<file path="config.mk">
export PLATFORM = sky130hd
export DESIGN_NAME = ascii_radix_to_integer_top
export DESIGN_NICKNAME = d
export VERILOG_FILES = /design/src/hw/rtl/arti_pkg.sv /design/src/hw/rtl/arti_front.sv /design/src/hw/rtl/arti_queue.sv /design/src/hw/rtl/arti_back.sv /design/src/hw/rtl/ascii_radix_to_integer_top.sv
export SDC_FILE = /design/constraint.sdc
export NUM_CORES = 1
export LEC_CHECK = 0
export BUFFER_PORTS_ARGS = -buffer_cell sky130_fd_sc_hd__clkbuf_2
export CORE_MARGIN = 8
export CORE_UTILIZATION = 45
export CTS_CLUSTER_SIZE = 28
export DETAILED_ROUTE_END_ITERATION = 10
export PLACE_DENSITY = 0.68
export SYNTH_ARGS = -nofsm -noshare
export SYNTH_HDL_FRONTEND = slang
export SYNTH_HIERARCHICAL = 1
export SYNTH_SLANG_ARGS = --single-unit
</file>
<file path="constraint.sdc">
create_clock -name clk -period 8 [get_ports clk]
set_clock_uncertainty 0.2 [all_clocks]
set_input_delay 1.6 -clock clk [delete_from_list [all_inputs] [get_ports clk]]
set_output_delay 1.6 -clock clk [all_outputs]
set_load 0.01 [all_outputs]
</file>
<file path="src/hw/rtl/arti_pkg.sv">
// Shared types and constants for the ASCII radix-to-integer parser.
// Used by the front classifier, the item queue, the parsing back end and the top level.
// No dependencies.
package arti_pkg;

	// Character codes the parser reacts to.
	localparam logic [7:0] CH_SPACE = 8'h20;
	localparam logic [7:0] CH_PLUS  = 8'h2B;
	localparam logic [7:0] CH_MINUS = 8'h2D;
	localparam logic [7:0] CH_ZERO  = 8'h30;
	localparam logic [7:0] CH_NINE  = 8'h39;
	localparam logic [7:0] CH_UP_A  = 8'h41;
	localparam logic [7:0] CH_UP_X  = 8'h58;
	localparam logic [7:0] CH_UP_Z  = 8'h5A;
	localparam logic [7:0] CH_LO_A  = 8'h61;
	localparam logic [7:0] CH_LO_X  = 8'h78;
	localparam logic [7:0] CH_LO_Z  = 8'h7A;

	// Subtracted from a letter to get its digit value.
	localparam logic [7:0] UPPER_OFFSET = 8'd55;
	localparam logic [7:0] LOWER_OFFSET = 8'd87;

	localparam int          RADIX_BITS  = 6;
	localparam logic [5:0]  RADIX_RESET = 6'd10;
	localparam logic [5:0]  RADIX_HEX   = 6'd16;

	// Configuration register map (word index taken from paddr[2]).
	localparam int          ADDR_BITS = 3;
	localparam logic [0:0]  REG_RADIX = 1'b0;

	// One classified character as it travels from the front end to the back end.
	typedef struct packed {
		logic       is_digit;   // 0-9, A-Z or a-z
		logic [5:0] dval;       // digit value 0..35, valid with is_digit
		logic       is_space;
		logic       is_minus;
		logic       is_plus;
		logic       is_x;       // 'x' or 'X'
		logic       is_zero;    // exactly '0'
		logic       last;       // last character of the field
		logic [5:0] radix;      // base in force when the character was accepted
	} arti_item_t;

endpackage

</file>
<file path="src/hw/rtl/arti_front.sv">
// Front end of the parser: takes characters off the input stream and classifies them.
// Depends on arti_pkg for character codes and the item type.
module arti_front
	import arti_pkg::*;
(
	input  logic        s_tvalid,
	output logic        s_tready,
	input  logic [7:0]  s_tdata,    // [7:0] text_char
	input  logic        s_tlast,    // field_end
	input  logic [5:0]  radix,
	input  logic        q_full,
	output logic        q_push,
	output arti_item_t  q_item
);

	logic [7:0] ch;
	logic [7:0] dval_wide;
	logic       is_digit;

	assign ch = s_tdata;

	always_comb begin
		is_digit  = 1'b1;
		dval_wide = 8'd0;
		if (ch inside {[CH_ZERO:CH_NINE]}) begin
			dval_wide = ch - CH_ZERO;
		end else if (ch inside {[CH_UP_A:CH_UP_Z]}) begin
			dval_wide = ch - UPPER_OFFSET;
		end else if (ch inside {[CH_LO_A:CH_LO_Z]}) begin
			dval_wide = ch - LOWER_OFFSET;
		end else begin
			is_digit = 1'b0;
		end
	end

	assign s_tready = !q_full;
	assign q_push   = s_tvalid && !q_full;

	always_comb begin
		q_item.is_digit = is_digit;
		q_item.dval     = dval_wide[5:0];
		q_item.is_space = (ch == CH_SPACE);
		q_item.is_minus = (ch == CH_MINUS);
		q_item.is_plus  = (ch == CH_PLUS);
		q_item.is_x     = (ch == CH_UP_X) || (ch == CH_LO_X);
		q_item.is_zero  = (ch == CH_ZERO);
		q_item.last     = s_tlast;
		q_item.radix    = radix;
	end

endmodule

</file>
<file path="src/hw/rtl/arti_queue.sv">
// Two-entry queue of classified characters between the front end and the back end.
// Depends on arti_pkg for the item type.
module arti_queue
	import arti_pkg::*;
(
	input  logic       clk,
	input  logic       arst_n,
	input  logic       push,
	input  arti_item_t push_item,
	output logic       full,
	input  logic       pop,
	output logic       head_valid,
	output arti_item_t head_item
);

	arti_item_t slot_q [2];
	logic       wr_ptr_q;
	logic       rd_ptr_q;
	logic [1:0] count_q;

	assign full       = count_q[1];
	assign head_valid = (count_q != 2'd0);
	assign head_item  = slot_q[rd_ptr_q];

	always_ff @(posedge clk) begin
		if (push) begin
			slot_q[wr_ptr_q] <= push_item;
		end
	end

	always_ff @(posedge clk or negedge arst_n) begin
		if (!arst_n) begin
			wr_ptr_q <= 1'b0;
			rd_ptr_q <= 1'b0;
			count_q  <= 2'd0;
		end else begin
			if (push) begin
				wr_ptr_q <= !wr_ptr_q;
			end
			if (pop) begin
				rd_ptr_q <= !rd_ptr_q;
			end
			case ({push, pop})
				2'b10:   count_q <= count_q + 2'd1;
				2'b01:   count_q <= count_q - 2'd1;
				default: count_q <= count_q;
			endcase
		end
	end

endmodule

</file>
<file path="src/hw/rtl/arti_back.sv">
// Back end of the parser: runs the parse state machine and the signed multiply-add
// accumulator, and holds the result in an output register. Depends on arti_pkg.
module arti_back
	import arti_pkg::*;
#(
	parameter int VALUE_BITS = 32,
	parameter int COUNT_BITS = 16
) (
	input  logic        clk,
	input  logic        arst_n,
	input  logic        head_valid,
	input  arti_item_t  head_item,
	output logic        pop,
	output logic        m_tvalid,
	input  logic        m_tready,
	output logic [47:0] m_tdata,    // [31:0] parsed_value, [47:32] chars_used
	output logic        m_tuser     // whole_field_used
);

	localparam logic [2:0] PH_SPACE  = 3'd0;
	localparam logic [2:0] PH_PREFIX = 3'd1;
	localparam logic [2:0] PH_ZERO   = 3'd2;
	localparam logic [2:0] PH_DIGITS = 3'd3;
	localparam logic [2:0] PH_DONE   = 3'd4;

	localparam int VEXT_BITS = (VALUE_BITS > 32) ? VALUE_BITS : 32;
	localparam int CEXT_BITS = (COUNT_BITS > 16) ? COUNT_BITS : 16;

	logic [2:0]            phase_q, phase_d;
	logic [VALUE_BITS-1:0] acc_q, acc_d;
	logic                  neg_q, neg_d;
	logic [COUNT_BITS-1:0] cnt_q, cnt_d;

	logic                  out_valid_q;
	logic [31:0]           out_value_q;
	logic [15:0]           out_count_q;
	logic                  out_whole_q;

	logic                  out_free;
	logic                  digit_ok;
	logic                  first_char;
	logic [1:0]            inc;
	logic [VALUE_BITS-1:0] prod;
	logic [VALUE_BITS-1:0] dval_ext;
	logic [VALUE_BITS-1:0] mac;
	logic [COUNT_BITS:0]   cnt_sum;
	logic [VEXT_BITS-1:0]  value_ext;
	logic [CEXT_BITS-1:0]  count_ext;

	assign out_free = !out_valid_q || m_tready;
	assign pop      = head_valid && (!head_item.last || out_free);

	assign digit_ok = head_item.is_digit && (head_item.dval < head_item.radix);

	// The accumulator already carries the sign, so a negative field subtracts each digit.
	assign prod     = acc_q * VALUE_BITS'(head_item.radix);
	assign dval_ext = VALUE_BITS'(head_item.dval);
	assign mac      = neg_q ? (prod - dval_ext) : (prod + dval_ext);

	always_comb begin
		phase_d    = phase_q;
		acc_d      = acc_q;
		neg_d      = neg_q;
		inc        = 2'd0;
		first_char = 1'b0;
		case (phase_q)
			PH_SPACE: begin
				if (head_item.is_space) begin
					inc = 2'd1;
				end else if (head_item.is_minus) begin
					neg_d   = 1'b1;
					inc     = 2'd1;
					phase_d = PH_PREFIX;
				end else if (head_item.is_plus) begin
					inc     = 2'd1;
					phase_d = PH_PREFIX;
				end else begin
					first_char = 1'b1;
				end
			end
			PH_PREFIX: begin
				first_char = 1'b1;
			end
			PH_ZERO: begin
				// A held-back '0' is either half of a hex prefix or a leading digit.
				if (head_item.is_x) begin
					inc     = 2'd2;
					phase_d = PH_DIGITS;
				end else if (head_item.radix == 6'd0) begin
					phase_d = PH_DONE;
				end else if (digit_ok) begin
					acc_d   = mac;
					inc     = 2'd2;
					phase_d = PH_DIGITS;
				end else begin
					inc     = 2'd1;
					phase_d = PH_DONE;
				end
			end
			PH_DIGITS: begin
				if (digit_ok) begin
					acc_d = mac;
					inc   = 2'd1;
				end else begin
					phase_d = PH_DONE;
				end
			end
			default: begin
			end
		endcase
		if (first_char) begin
			if ((head_item.radix == RADIX_HEX) && head_item.is_zero && !head_item.last) begin
				phase_d = PH_ZERO;
			end else if (digit_ok) begin
				acc_d   = mac;
				inc     = 2'd1;
				phase_d = PH_DIGITS;
			end else begin
				phase_d = PH_DONE;
			end
		end
	end

	assign cnt_sum = {1'b0, cnt_q} + (COUNT_BITS+1)'(inc);
	assign cnt_d   = cnt_sum[COUNT_BITS] ? {COUNT_BITS{1'b1}} : cnt_sum[COUNT_BITS-1:0];

	assign value_ext = VEXT_BITS'($signed(acc_d));
	assign count_ext = CEXT_BITS'(cnt_d);

	always_ff @(posedge clk or negedge arst_n) begin
		if (!arst_n) begin
			phase_q     <= PH_SPACE;
			acc_q       <= '0;
			neg_q       <= 1'b0;
			cnt_q       <= '0;
			out_valid_q <= 1'b0;
		end else begin
			if (pop) begin
				if (head_item.last) begin
					phase_q <= PH_SPACE;
					acc_q   <= '0;
					neg_q   <= 1'b0;
					cnt_q   <= '0;
				end else begin
					phase_q <= phase_d;
					acc_q   <= acc_d;
					neg_q   <= neg_d;
					cnt_q   <= cnt_d;
				end
			end
			if (pop && head_item.last) begin
				out_valid_q <= 1'b1;
			end else if (m_tready) begin
				out_valid_q <= 1'b0;
			end
		end
	end

	always_ff @(posedge clk) begin
		if (pop && head_item.last) begin
			out_value_q <= value_ext[31:0];
			out_count_q <= count_ext[15:0];
			out_whole_q <= (phase_d != PH_DONE);
		end
	end

	assign m_tvalid = out_valid_q;
	assign m_tdata  = {out_count_q, out_value_q};
	assign m_tuser  = out_whole_q;

endmodule

</file>
<file path="src/hw/rtl/ascii_radix_to_integer_top.sv">
// Top level of the ASCII radix-to-integer parser: APB radix register, stream ports,
// and the front end, queue and back end. Depends on arti_pkg, arti_front, arti_queue, arti_back.
//
// This block parses one text field, one character per stream request, into a signed
// integer in the base held in the radix register (reset 10). It skips leading spaces,
// takes an optional '+' or '-', skips a "0x"/"0X" prefix when the base is 16, and then
// accumulates digits 0-9, A-Z, a-z until a character is not a digit below the base; the
// rest of the field is ignored. The character sent with s_tlast high closes the field and
// produces exactly one result: the value (wrapping at VALUE_BITS and sign-extended to 32
// bits), the count of characters consumed (saturating at 2^COUNT_BITS - 1) and, on
// m_tuser, a flag that is 1 when no character stopped the parse. The block takes one
// character per clock cycle unless a field's last character waits for the output register;
// that rate is set by the back end's accumulator, which does one multiply by the 6-bit
// base and one add or subtract per cycle. A field's last character is registered in the
// queue and then in the output register before its result shows on m_tvalid. A two-request
// queue sits between the classifying front end and the parsing back end, and the result sits in
// an output register, so characters keep flowing while a finished result waits on m_tready.
// The base travels with each character, so a register write between fields, or between
// characters of a field, applies from the next character accepted. Register writes are
// expected only while the block is idle between requests.
module ascii_radix_to_integer_top
	import arti_pkg::*;
#(
	parameter int VALUE_BITS = 32,
	parameter int COUNT_BITS = 16
) (
	input  logic                 clk,
	input  logic                 arst_n,
	// APB configuration port
	input  logic                 psel,
	input  logic                 penable,
	input  logic                 pwrite,
	input  logic [ADDR_BITS-1:0] paddr,
	input  logic [31:0]          pwdata,
	output logic [31:0]          prdata,
	output logic                 pready,
	// Input stream: one character per request
	input  logic                 s_tvalid,
	output logic                 s_tready,
	input  logic [7:0]           s_tdata,   // [7:0] text_char
	input  logic                 s_tlast,   // field_end
	// Output stream: one result per field
	output logic                 m_tvalid,
	input  logic                 m_tready,
	output logic [47:0]          m_tdata,   // [31:0] parsed_value, [47:32] chars_used
	output logic                 m_tuser    // whole_field_used
);

	logic [RADIX_BITS-1:0] radix_q;
	logic                  reg_hit;

	logic       q_push;
	logic       q_full;
	logic       q_pop;
	logic       q_valid;
	arti_item_t q_in_item;
	arti_item_t q_head_item;

	// The register file has a single word; paddr[2] selects it and the byte offset is ignored.
	assign reg_hit = (paddr[2] == REG_RADIX);
	assign pready  = 1'b1;
	assign prdata  = reg_hit ? 32'(radix_q) : 32'd0;

	always_ff @(posedge clk or negedge arst_n) begin
		if (!arst_n) begin
			radix_q <= RADIX_RESET;
		end else if (psel && penable && pwrite && pready && reg_hit) begin
			radix_q <= pwdata[RADIX_BITS-1:0];
		end
	end

	arti_front u_front (
		.s_tvalid (s_tvalid),
		.s_tready (s_tready),
		.s_tdata  (s_tdata),
		.s_tlast  (s_tlast),
		.radix    (radix_q),
		.q_full   (q_full),
		.q_push   (q_push),
		.q_item   (q_in_item)
	);

	arti_queue u_queue (
		.clk        (clk),
		.arst_n     (arst_n),
		.push       (q_push),
		.push_item  (q_in_item),
		.full       (q_full),
		.pop        (q_pop),
		.head_valid (q_valid),
		.head_item  (q_head_item)
	);

	arti_back #(
		.VALUE_BITS (VALUE_BITS),
		.COUNT_BITS (COUNT_BITS)
	) u_back (
		.clk        (clk),
		.arst_n     (arst_n),
		.head_valid (q_valid),
		.head_item  (q_head_item),
		.pop        (q_pop),
		.m_tvalid   (m_tvalid),
		.m_tready   (m_tready),
		.m_tdata    (m_tdata),
		.m_tuser    (m_tuser)
	);

endmodule
</file>
Word level (Yosys, flattened, before mapping)
Memories as Yosys holds them, arrays and structs flattened.
Index checks and enable logic that the tools add are counted.
{"block": "totals", "register_bits": 112, "ram_bits": 38, "in_bits": 51, "output_inout_bits": 84, "wordCells": 125, "memories": 1}
{"block": "op_classes", "addsub": 8, "multipliers": 1, "n_lt_le_gt_ge": 7, "eq_ne": 14, "n_mux": 53, "bitwise": 1, "n_reduce_logical": 28}
{"memory": "u_queue.slot_q", "depth": 2, "word_bits": 19, "rd": 1, "rd_clocked_by_memory_dff": 0, "write_ports": 1, "line_no": "arti_queue.sv:16", "text": "arti_item_t slot_q [2];"}
{"op": "2-to-1 mux 32 bit", "count": 8}
{"op": "one-hot mux 32 bit (2 select lines)", "count": 1}
{"op": "adder 32 x 6 -> 32 bit", "count": 1}
{"op": "== test 8 x 6 -> 1 bit, second input constant", "count": 4}
{"op": "multiplier 32 x 6 -> 32 bit", "count": 1}
{"op": "2-to-1 mux 16 bit", "count": 2}
{"op": "subtractor 32 x 6 -> 32 bit", "count": 1}
{"op": "2-to-1 mux 3 bit", "count": 10}
{"op": "2-to-1 mux 6 bit", "count": 4}
{"op": "adder 16 x 2 -> 17 bit", "count": 1}
{"op": "== test 8 x 7 -> 1 bit, second input constant", "count": 2}
{"op": ">= comparator 8 x 7 -> 1 bit, second input constant", "count": 2}
{"op": "<= comparator 8 x 7 -> 1 bit, second input constant", "count": 2}
{"op": "2-to-1 mux 1 bit", "count": 16}
{"op": "2-to-1 mux 2 bit", "count": 8}
{"op": "logical AND 1 bit", "count": 12}
{"op": "subtractor 6 bit, second input constant", "count": 2}
{"op": "nonzero test 2 bit", "count": 5}
{"op": "one-hot mux 3 bit (3 select lines)", "count": 1}
{"op": ">= comparator 8 x 6 -> 1 bit, second input constant", "count": 1}
{"op": "<= comparator 8 x 6 -> 1 bit, second input constant", "count": 1}
{"op": "== test 3 x 2 -> 1 bit, second input constant", "count": 2}
{"op": "== test 6 x 5 -> 1 bit, second input constant", "count": 1}
{"op": "logical NOT 6 bit", "count": 1}
{"op": "other kinds (17)", "count": 23}

Depth between registers and ports, before layout
Gate-level depths: netlist (run 1).
An unclocked memory read counts as a cell.
{"block": "logic_depth", "ltp_word": 13, "ltp_mapped": 31, "depth_no_buf": 28}

Modules after synthesis
The synthesis (run 1) kept the hierarchy.
{"mod": "arti_back", "instances": 1, "cells_per_inst": 1251, "area_per_inst_um2": 11473.5, "seq_area_each_um2": 2797.7}
{"mod": "arti_queue", "instances": 1, "cells_per_inst": 74, "area_per_inst_um2": 1629.1, "seq_area_each_um2": 1241.2}
{"mod": "arti_front", "instances": 1, "cells_per_inst": 78, "area_per_inst_um2": 580.6, "seq_area_each_um2": 0.0}
{"mod": "ascii_radix_to_integer_top", "instances": 1, "cells_per_inst": 48, "area_per_inst_um2": 506.7, "seq_area_each_um2": 152.6}

Worst setup path before layout (run 1)
No wires, ideal clock.
{"block": "synth_timing", "path_kind": "register -> register", "from": "register u_queue.rd_ptr_q", "to": "register u_back.out_value_q[29] (data pin)", "setup_time_ns": 0.262, "arrival_time_ns": 6.315, "required_time_ns": 7.538, "path_slack_ns": 1.223, "stages_incl_launch_ff": 29, "n_path_buf": 3, "synth_period_minus_slack_ns": 6.777, "path_cell_list": "dfrtp_1 > buf_6 > mux2_4 > clkbuf_1 > clkbuf_1 > and2_1 > fa_1 > fa_1 > inv_1 > fa_1 > inv_1 > ha_1 > nand3_1 > nor2_1 > nand3_1 > or4_1 > a21oi_1 > a21o_1 > xor2_1 > ha_1 > a21o_1 > a21o_1 > a21o_1 > a21o_1 > a21oi_1 > nand2_1 > a31oi_1 > xnor2_1 > mux2_1"}
{"item": "start, declared", "line_no": "arti_queue.sv:18", "text": "logic rd_ptr_q;"}
{"item": "start signal, assigned", "line_no": "arti_queue.sv:41", "text": "rd_ptr_q <= !rd_ptr_q;"}
{"item": "end signal, assigned", "line_no": "arti_back.sv:161", "text": "out_value_q <= value_ext[31:0];"}
{"item": "end, declared", "line_no": "arti_back.sv:35", "text": "logic [31:0] out_value_q;"}

==> results, run 1 <==
- The finished cells cover 0.0154 mm^2.
- Dividing the detail-routed wire length by the instance count gives 17.2 um.
- The number of antenna diodes in the final layout is 0.
- The die covers 0.0375 mm^2.
- By area the synthesized netlist is led by edfxtp_1 (18%), fa_1 (16%), dfrtp_1 (11%).
- The endpoint required time on the critical path is 7.99 ns.
- The initial antenna violation count is 0.
- The setup path with the least slack is of type reg2reg.
- After floorplanning, the core was divided into 65 placement rows.
- The max capacitance violation total is 0.
- The commonest register cell after synthesis is edfxtp_1.
- The largest area contributor in the netlist is edfxtp_1.
- The die is 194 um tall.
- The largest net degree at the start of global routing is 64.
- The critical path data arrival time is 7.40 ns.
- Based on the critical path, the design can be clocked at up to 135 MHz.
- Synthesis produced 1451 cells.
- Summed over all failing endpoints, the final setup total negative slack is 0 ns.
- In this run, synthesis produced a sequential element count of 150.
- The total overflow reported by the global router is 0.
- The filler cells instantiated in the layout total 2853.
- Setup violations remaining at the end of the flow were counted as 0.
- Across every metal layer, demand over resource in global routing totals 17.8%.
- In this run the worst path has a maximum fanout of 32.
- From synthesis to final layout, the design area changed by 8.51%.
- The run finished with clean final reports.
- At the end of the flow, the number of nets in the layout was 1741.
- The CTS buffer count is 17.
- In this run, placement finished with an instance count of 1880.
- After clock tree synthesis, the setup repair step added 0 buffers.
- In this run the mean area of a mapped cell was 9.78 um^2.
- The top cell type's share of synthesized area is 18.4%.
- For this design the top-level I/O count stands at 135.
- The first-pass GRT wire length is 55.1 mm.
- Hold repair after CTS inserted 0 buffers.
- The number of H-tree levels is 4.
- Measured against its own limit, the worst slew margin works out to 37.5%.
- The placeable core region is 0.0313 mm^2.
- The latest clock arrival within the worst-skew pair is 0.45 ns.
- TritonCTS built the clock tree.
- In this run the tool buffered the top-level ports with 79 buffer cells.
- The number of resized instances in the post-cts repair step is 0.
- The count of pins over their slew limit is 0.
- The initial utilization of the core area, before any placement, comes to 45.3%.
- Clock-pin slew was measured on the worst setup and hold paths at 0.08 ns.
- The first-pass iteration count of the detailed router is 5.
- Dividing total power by cell area gives a power density of 377 mW/mm^2.
- For this block, the routed nets add up to 32.8 mm of wire.
- The die span in x is 194 um.
- The clock root buffer is clkbuf_16.
- STA classifies the critical path startpoint as a flop.
- The type of the tightest min-delay check is reg2reg.
- The vias per cell is 5.46.
- Excluding fillers, the count of instances in the completed layout stands at 1912.
- The count of flip-flops with a built-in enable after synthesis is 87.
- The peak ir drop on the vdd network is 253 uV.
- The number of warning messages in the yosys log is 6.
- The combined area of the multi-input logic cells is 0.00892 mm^2.
- The netlist area before placement is 0.0142 mm^2.
- At the pin with the least slew margin, the transition time is 0.937 ns.
- The number of global-route vias before repair was 10999.
- At the end of routability-driven placement, the weighted congestion stood at 0.864.
- The share of the yosys chip area belonging to registers is 29.5%.
- For this run, design rule violations remaining after detail routing come to 0.
- The initial detailed-routing violation count is 734.
- Across the whole layout, storage elements account for 0.00419 mm^2.
- The clock net in this run drives a total of 150 sinks.
- Summing all placed instances gives a cell area of 0.0147 mm^2.
- Setup repair after global routing left no endpoint under its margin.
- STA classifies the critical path endpoint as a flop.
- The final count of hold timing violations came to 0.
- The leakage component of the power is 0.00752 uW.
- After synthesis, the share of flip-flops with an asynchronous set or reset is 42.0%.
- The count of nets left with antenna violations once routing finished came out at 0.
- Summed over all nets, the half-perimeter wirelength after detailed placement is 23.7 mm.
- The detailed router placed 10439 vias in this run.
- In this run the deepest clock path goes through 2 buffers.
- The number of unique standard cell types used by synthesis is 88.
- The share of final-layout standard cells stronger than drive strength 1 is 12.3%.
- Counting I/O delays and the setup requirement, the final critical path takes 7.41 ns.
- The worst path uses 92.6% of the clock period.
-- sequential cells by signal (all words and copies together) (netlist names) --
register            cells
u_queue/rd_ptr_q        1
u_queue/slot_q         38
u_back/out_count_q     16
u_back/m_tuser          1
u_queue/wr_ptr_q        1
u_back/m_tvalid         1
u_back/phase_q          3
u_back/cnt_q           16
u_back/neg_q            1
u_back/acc_q           32
u_back/out_value_q     32
radix_q                 6
u_queue/count_q         2
-- power by group --
group	switching, uW	internal [uW]	total, uW	leakage, uW
Combinational	2200	1370	3570	0.00551
Clock	393	501	894	0.000320
Sequential	203	1140	1340	0.00169
-- cells in the final DEF, fill, tap and decap left out, types with 4 or more instances in the layout --
cell type  instances
nor2b_1           12
a22o_1            33
o211ai_1           4
o21ai_0           21
xnor2_1           57
fa_1             111
xor2_1            21
a31oi_1           17
nand3_1           16
inv_8              6
mux2_2             8
o21bai_1           5
mux2_1            12
clkbuf_16         18
nand2_1          120
and2_1           134
and3_1            17
clkbuf_2          78
nor3_1            20
edfxtp_1          87
a211oi_1          10
nand2b_1          12
and2b_2            6
buf_4             10
dfrtp_1           61
o22a_1             7
ha_1              82
a21oi_1           74
a21o_1            35
a31o_2             4
or2_2              4
o21ai_1           34
inv_1            174
conb_1            27
nor2_1            52
mux2_4            20
o21a_1            14
nand4_1            7
-- path summary, 6_finish.rpt --
kind,from,endpoint,slack (ns),cells after the start
min in group asynchronous,arst_n,u_back/cnt_q[7],1.17,2
hold / removal,u_queue/wr_ptr_q,u_queue/wr_ptr_q,0.29,1
setup reg to reg,u_queue/rd_ptr_q,u_back/out_value_q[19],0.59,25
hold reg to reg,u_queue/wr_ptr_q,u_queue/wr_ptr_q,0.29,1
max in group asynchronous,arst_n,u_back/acc_q[10],5.86,2
setup / recovery,u_queue/rd_ptr_q,u_back/out_value_q[19],0.59,25
-- per-layer routing --
layer  up-vias  share of wire [%]  global-route usage (%)
met3        44                3.7                    2.79
met2       241                 49                    30.5
met1      5194                 46                    22.9
met4         0                1.9                    5.62
li1       4960                  -                       -
met5         -                  0                       0
-- critical path, stage by stage, from the launching register on --
cell      delay (ns)
dfrtp_1         0.68
mux2_4          0.52
and2_1          0.23
fa_1            0.54
inv_1           0.05
fa_1            0.46
fa_1            0.55
inv_1           0.04
ha_1            0.34
a211oi_1        0.33
o21ai_1         0.18
nor2b_1         0.17
and2_1          0.17
o21ai_1         0.11
nand2_1         0.10
xor2_1          0.16
ha_1            0.38
nand2_1         0.06
o21ai_0         0.27
nor3_1          0.13
a211oi_1        0.36
o21ai_1         0.12
a21boi_0        0.29
nor3_1          0.11
a211oi_1        0.44
o21ai_0         0.14
-- per-stage QoR --
step	util (%)	total power [uW]	hold slack [ns]	setup WS (ns)
finish	49.2	5810	0.289	0.588
global route	49.2	6300	0.327	0.175
CTS	49.2	5840	0.292	0.626
detailed placement	47.1	4920	0.281	0.620
global placement	47.1	4830	0.271	0.686
floorplan	-	3950	0.256	1.22
-- cells in the mapped netlist, types with 5 or more instances --
| cell | instances |
|---|---|
| o21ai_0 | 21 |
| edfxtp_1 | 87 |
| nand3_1 | 16 |
| and2_1 | 134 |
| dfrtp_1 | 61 |
| buf_4 | 36 |
| a31oi_1 | 17 |
| mux2_4 | 20 |
| nor3_1 | 20 |
| xor2_1 | 21 |
| clkbuf_1 | 33 |
| a211oi_1 | 10 |
| nand2b_1 | 12 |
| a21oi_1 | 74 |
| nor2b_1 | 12 |
| a22o_1 | 33 |
| mux2_2 | 8 |
| a21o_1 | 35 |
| and2b_2 | 6 |
| fa_1 | 111 |
| and3_1 | 17 |
| o21ai_1 | 34 |
| inv_1 | 174 |
| o21bai_1 | 5 |
| buf_6 | 6 |
| o21a_1 | 14 |
| buf_2 | 11 |
| nor2_1 | 53 |
| xnor2_1 | 57 |
| o22a_1 | 7 |
| ha_1 | 82 |
| nand4_1 | 7 |
| nand2_1 | 120 |
| mux2_1 | 12 |
-- logic make-up (layout without fill, tap and decap cells) --
kind of cell	count (synthesis)	count (layout)	synth area share (%)
buffers and inverters	262	296	8.30
adders and majority gates	193	193	22.9
muxes	42	42	3.84
other	2	27	0.0529
xor gates and xnor gates	78	78	4.81
AOI/OAI and AO/OA	298	298	14.4
DFF	150	150	29.5
and+or+nand+nor	426	426	16.2
-- layout make-up --
| type | instances | area share (%) |
|---|---|---|
| Multi-Input combinational cell | 1064 | 57.9 |
| Sequential cell | 150 | 27.2 |
| Inverter | 175 | 4.27 |
| Tap cell | 402 | 3.27 |
| Timing Repair Buffer | 89 | 3.06 |
| Clock buffer | 18 | 2.93 |
| Clock inverter | 14 | 1.32 |
Note: power is estimated with default switching activity, not from simulation.
==> run 2: changes to the inputs <==
--- a/config.mk
+++ b/config.mk
@@ -5,9 +5,11 @@
 export SDC_FILE = /design/constraint.sdc
 export NUM_CORES = 1
 export LEC_CHECK = 0
+export ABC_AREA = 1
 export BUFFER_PORTS_ARGS = -buffer_cell sky130_fd_sc_hd__clkbuf_2
 export CORE_MARGIN = 8
 export CORE_UTILIZATION = 45
+export CTS_BUF_LIST = sky130_fd_sc_hd__clkbuf_4 sky130_fd_sc_hd__clkbuf_8 sky130_fd_sc_hd__clkbuf_16
 export CTS_CLUSTER_SIZE = 28
 export DETAILED_ROUTE_END_ITERATION = 10
 export PLACE_DENSITY = 0.68
==> constraint.sdc (replaced) <==
create_clock -name clk -period 7.4 [get_ports clk]
set_clock_uncertainty 0.2 [all_clocks]
set_input_delay 1.48 -clock clk [delete_from_list [all_inputs] [get_ports clk]]
set_output_delay 1.48 -clock clk [all_outputs]
set_load 0.01 [all_outputs]
==> run 2 against run 1 <==
  * Routed wire length rose by 33%
  * Core utilization is 0.49 points higher
  * Hold slack better by 0.00073 ns
  * Setup slack got worse by 0.18 ns
  * Critical endpoint is now u_back/out_value_q[30]
==> results, run 2 <==
- The run finished with clean final reports.
- The area of the die was 0.0414 mm^2 (+11%).
- The number of H-tree levels is 4 (unchanged).
- The max capacitance violation total is 0 (unchanged).
- The logic depth of the worst setup path including buffers is 29 (+16%).
- The number of flip-flops under the largest register name is 38 (unchanged).
- The clock-pin slew on the worst setup and hold paths was 0.07 ns (about the same).
- The count of buffers from port buffering came to 79 (unchanged).
- The share of final-layout standard cells stronger than drive strength 1 is 9.12% (-3.1 points).
- The total overflow reported by the global router was 0 (unchanged).
- The total number of clock tree sinks is 150 (unchanged).
- The final count of hold timing violations is 0 (unchanged).
- The netlist area before placement is 0.0158 mm^2 (+12%).
- The leakage component of the power is 0.00978 uW (+30%).
- The headroom to the max-slew limit is 22.0% (-16 points).
- The post-place setup slack came to 0.0259 ns (-0.594 ns).
- In the final layout, the registers with the most flip-flops are u_queue/slot_q x38, u_back/acc_q x32, u_back/out_value_q x32.
- The endpoint required time on the critical path came to 7.38 ns (-0.61 ns).
- The CTS buffer count was 17 (unchanged).
- Leaving out fill and tap cells, the most frequent cells in the layout are nand2_1 (679), inv_1 (480), nor2_1 (123).
- The row count is 68 (+4.6%).
- The number of hold buffers added after cts is 0 (unchanged).
- The number of nets in the layout came to 2512 (+44%).
- The count of vias placed by the detailed router is 13947 (+34%).
- The count of flip-flops with a built-in enable after synthesis is 87 (unchanged).
- The slew of the pin with the lowest slew margin came to 1.17 ns (+0.231 ns).
- The type of the worst setup path is reg2reg.
- The maximum fanout encountered on the critical timing path is 17 (-47%).
- The final hold slack came to 0.290 ns (+0.000735 ns).
- The most used flip-flop cell after synthesis is edfxtp_1.
- TritonCTS built the clock tree.
- The vias per cell was 5.10 (-6.7%).
- The depth of the worst register-to-register path is 29 (+16%).
- Sorting the synthesized cells by area gives the leading types as edfxtp_1 (17%), nand2_1 (16%), fa_1 (14%).
- Setup repair after global routing left no endpoint under its margin.
- The number of unique standard cell types used by synthesis came to 59 (-33%).
- The commonest cells after synthesis are nand2_1 (679), inv_1 (481), nor2_1 (124), fa_1 (111), a21oi_1 (91).
- The maximum achievable frequency is 143 MHz (+6.1%).
- The peak ir drop on the vdd network is 282 uV (+11%).
- The number of warning messages in the yosys log is 6 (unchanged).
- The register containing the most flip-flops in the final layout is u_queue/slot_q.
- The complex-gate fraction of the synthesized area came to 9.19% (-5.2 points).
- The initial detailed-routing violation count is 964 (+31%).
- The XOR/XNOR share of the synthesized area is 2.70% (-2.1 points).
- The largest stage delay on the critical path came to 0.58 ns (-0.10 ns).
- The synthesized instance count was 2220 (+53%).
- The largest individual stage delay along the critical path comes from the cell dfrtp_4.
- The share of the yosys chip area belonging to registers is 26.5% (-3.0 points).
- The clock root buffer is clkbuf_16.
- The most common cell in the synthesized netlist is nand2_1.
- From synthesis to final layout, the design area changed by 8.70%.
- The top cell type's share of synthesized area came to 16.5% (-1.9 points).
- The time the worst path needs with I/O delays and setup is 6.99 ns (-0.423 ns).
- The worst setup path is launched from a flop.
- The wire length after detailed routing came to 43.5 mm (+33%).
- The first-pass iteration count of the detailed router was 5 (unchanged).
- By area, the combinational part of the netlist is dominated by simple AND/OR/NAND/NOR gates.
- The routed wirelength normalized by instance count is 15.9 um (-7.4%).
- The proportion of synthesized flip-flops having asynchronous set or reset is 42.0% (unchanged).
- The timing startpoint of the critical path is u_queue/rd_ptr_q.
- The synthesis-stage register bit count is 150 (unchanged).
- The post-detailed-route count of antenna-violating nets is 0 (unchanged).
- The register-to-register setup slack is 0.41 ns (-0.18 ns).
- The global placement routability congestion is 0.975 (+13%).
- The switching share of power is 54.7% (+6.5 points).
- The starting density of the core is 45.7% (+0.37 points).
- The aggregate global-route resource usage is 21.0% (+3.2 points).
- The estimated wirelength of the detail-placed design is 33.8 mm (+42%).
- The part of the total power dissipated in combinational logic is 67.7% (+6.2 points).
- The chip height is 204 um (+5.1%).
- The maximum count of clock buffers along a single path was 2 (unchanged).
- The switching power total is 4130 uW (+48%).
- The total power of the final layout is 7560 uW (+30%).
- The first-pass GRT wire length came to 70.3 mm (+28%).
- The part of the power in registers is 20.1% (-3.0 points).
- The critical path buffer and inverter count is 2 (unchanged).
- The capturing element type of the critical path is a flop.
- The mux share of post-synthesis cell area was 0% (-3.8 points).
- The final worst-path cycle share is 94.4% (+1.8 points).
- The final count of negative-setup-slack endpoints was 0 (unchanged).
- The latest clock arrival within the worst-skew pair is 0.44 ns (about the same).
- The end point of the critical path is u_back/out_value_q[30].
- The startpoint identified for the worst register-to-register timing path is u_queue/rd_ptr_q.
- The type of the tightest min-delay check is reg2reg.
- The largest net degree at the start of global routing is 64 (unchanged).
- The placeable core region came to 0.0346 mm^2 (+11%).
- The critical path data arrival time was 6.96 ns (-0.44 ns).
- The number of global-route vias before repair came to 14009 (+27%).
- edfxtp_1 takes more of the synthesized area than any other cell.
- The capture point of the worst reg-to-reg path is u_back/out_value_q[30].
- The initial antenna violation count was 2 (+2).
- The DRC violations left was 0 (unchanged).
- The proportion of power drawn by the clock network is 12.2% (-3.2 points).
- The post-synthesis share of cell area spent on full adders, half adders and majority gates is 20.5% (-2.4 points).
- The cell class contributing the biggest share of worst-path delay is simple AND/OR/NAND/NOR gates.
- The setup slack of the critical path after layout came to 0.411 ns (-0.177 ns).
- The power density over the cells was 440 mW/mm^2 (+17%).
- The number of top-level design ports is 135 (unchanged).
- The commonest non-fill, non-tap cell in the layout is nand2_1.
- The cell that appears most often on the critical path is nand2_1.
- The post-synthesis average cell area came to 7.13 um^2 (-27%).
- The simple-gate share of the synthesized area is 25.8% (+9.6 points).
- The count of pins over their slew limit was 0 (unchanged).
- The sum of negative setup slack is 0 ns (unchanged).
- The die span in x was 204 um (+5.1%).
- The design internal power is 3430 uW (+14%).
==> run 2: changes by cell type in the layout (fill, tap and decap cells not counted), moves of 30 or more <==
cell | before | now
a21o_1 | 35 | 5
a22o_1 | 33 | 2
and2_1 | 134 | 4
inv_1 | 174 | 480
nand2_1 | 120 | 679
nand3_1 | 16 | 84
nor2_1 | 52 | 123
o21ai_0 | 21 | 85
xnor2_1 | 57 | 16
==> run 2: cells by family (layout without fill, tap and decap cells) <==
group,count (synthesis),after routing
AND/OR/NAND/NOR,984,984
buffers and inverters,591,626
XOR/XNOR,48,48
other,2,28
flip-flops,150,150
AO/OA/AOI/OAI,252,253
adder cells (fa/ha/maj),193,193
==> run 2: worst min-delay path by stage <==
stage          slack [ns]                to        startpoint  depth (start not counted)
4_1_cts              0.29  u_queue/wr_ptr_q  u_queue/wr_ptr_q                          1
3_5_place_dp         0.28  u_queue/wr_ptr_q  u_queue/wr_ptr_q                          1
5_1_grt              0.30        radix_q[3]        radix_q[3]                          2
2_1_floorplan        0.25        radix_q[1]        radix_q[1]                          2
3_3_place_gp         0.26        radix_q[1]        radix_q[1]                          2
6_report             0.29  u_queue/wr_ptr_q  u_queue/wr_ptr_q                          1
==> run 2: what timing repair did <==
item / CTS / global route
setup endpoints to repair: 2 / 27
cloned: 0 / 1
pin swaps: 0 / 2
setup buffers: 0 / 3
resized for setup: 1 / 7
==> run 2: layout make-up <==
type	count	area, um^2
Multi-Input combinational cell	1505	9350
Fill cell	3345	17400
Antenna cell	1	2.50
Tap cell	455	569
Timing Repair Buffer	105	607
Sequential cell	150	4200
Inverter	489	1840
Clock buffer	17	425
Clock inverter	15	204
==> run 2: power groups by stage <==
| stage | clock, uW | combinational [uW] | sequential [uW] |
|---|---|---|---|
| global route | 969 | 5750 | 1560 |
| CTS | 943 | 5060 | 1510 |
| floorplan | 0 | 3650 | 1430 |
| global placement | 0 | 4920 | 1520 |
| finish | 919 | 5120 | 1520 |
| detailed placement | 0 | 5030 | 1530 |
==> run 2: through the flow <==
stage	utilization (%)	instances	cell area, um^2
after global placement	47.6	2700	16500
after global routing	49.7	2737	17200
after floorplan	-	2245	15900
after detailed placement	47.6	2700	16500
final	49.7	2737	17200
after CTS	49.5	2732	17100
==> run 2: worst register-to-register path: cells and delay by family, from the launching register on <==
family,cells,cell delay (ns)
and+or+nand+nor,19,2.46
adders and majority gates,5,2.32
AOI/OAI and AO/OA,3,1.01
DFF,1,0.58
buffers and inverters,2,0.15
==> run 2: routing by layer <==
metal	part of all wire [%]	up-vias	GRT usage [%]	wire [um]
met5	0.13	-	1.07	57
met4	2.7	2	7.59	1190
met3	6.2	78	3.71	2690
met2	50	449	36.9	21500
met1	41	6590	25.5	18000
li1	-	6828	-	-
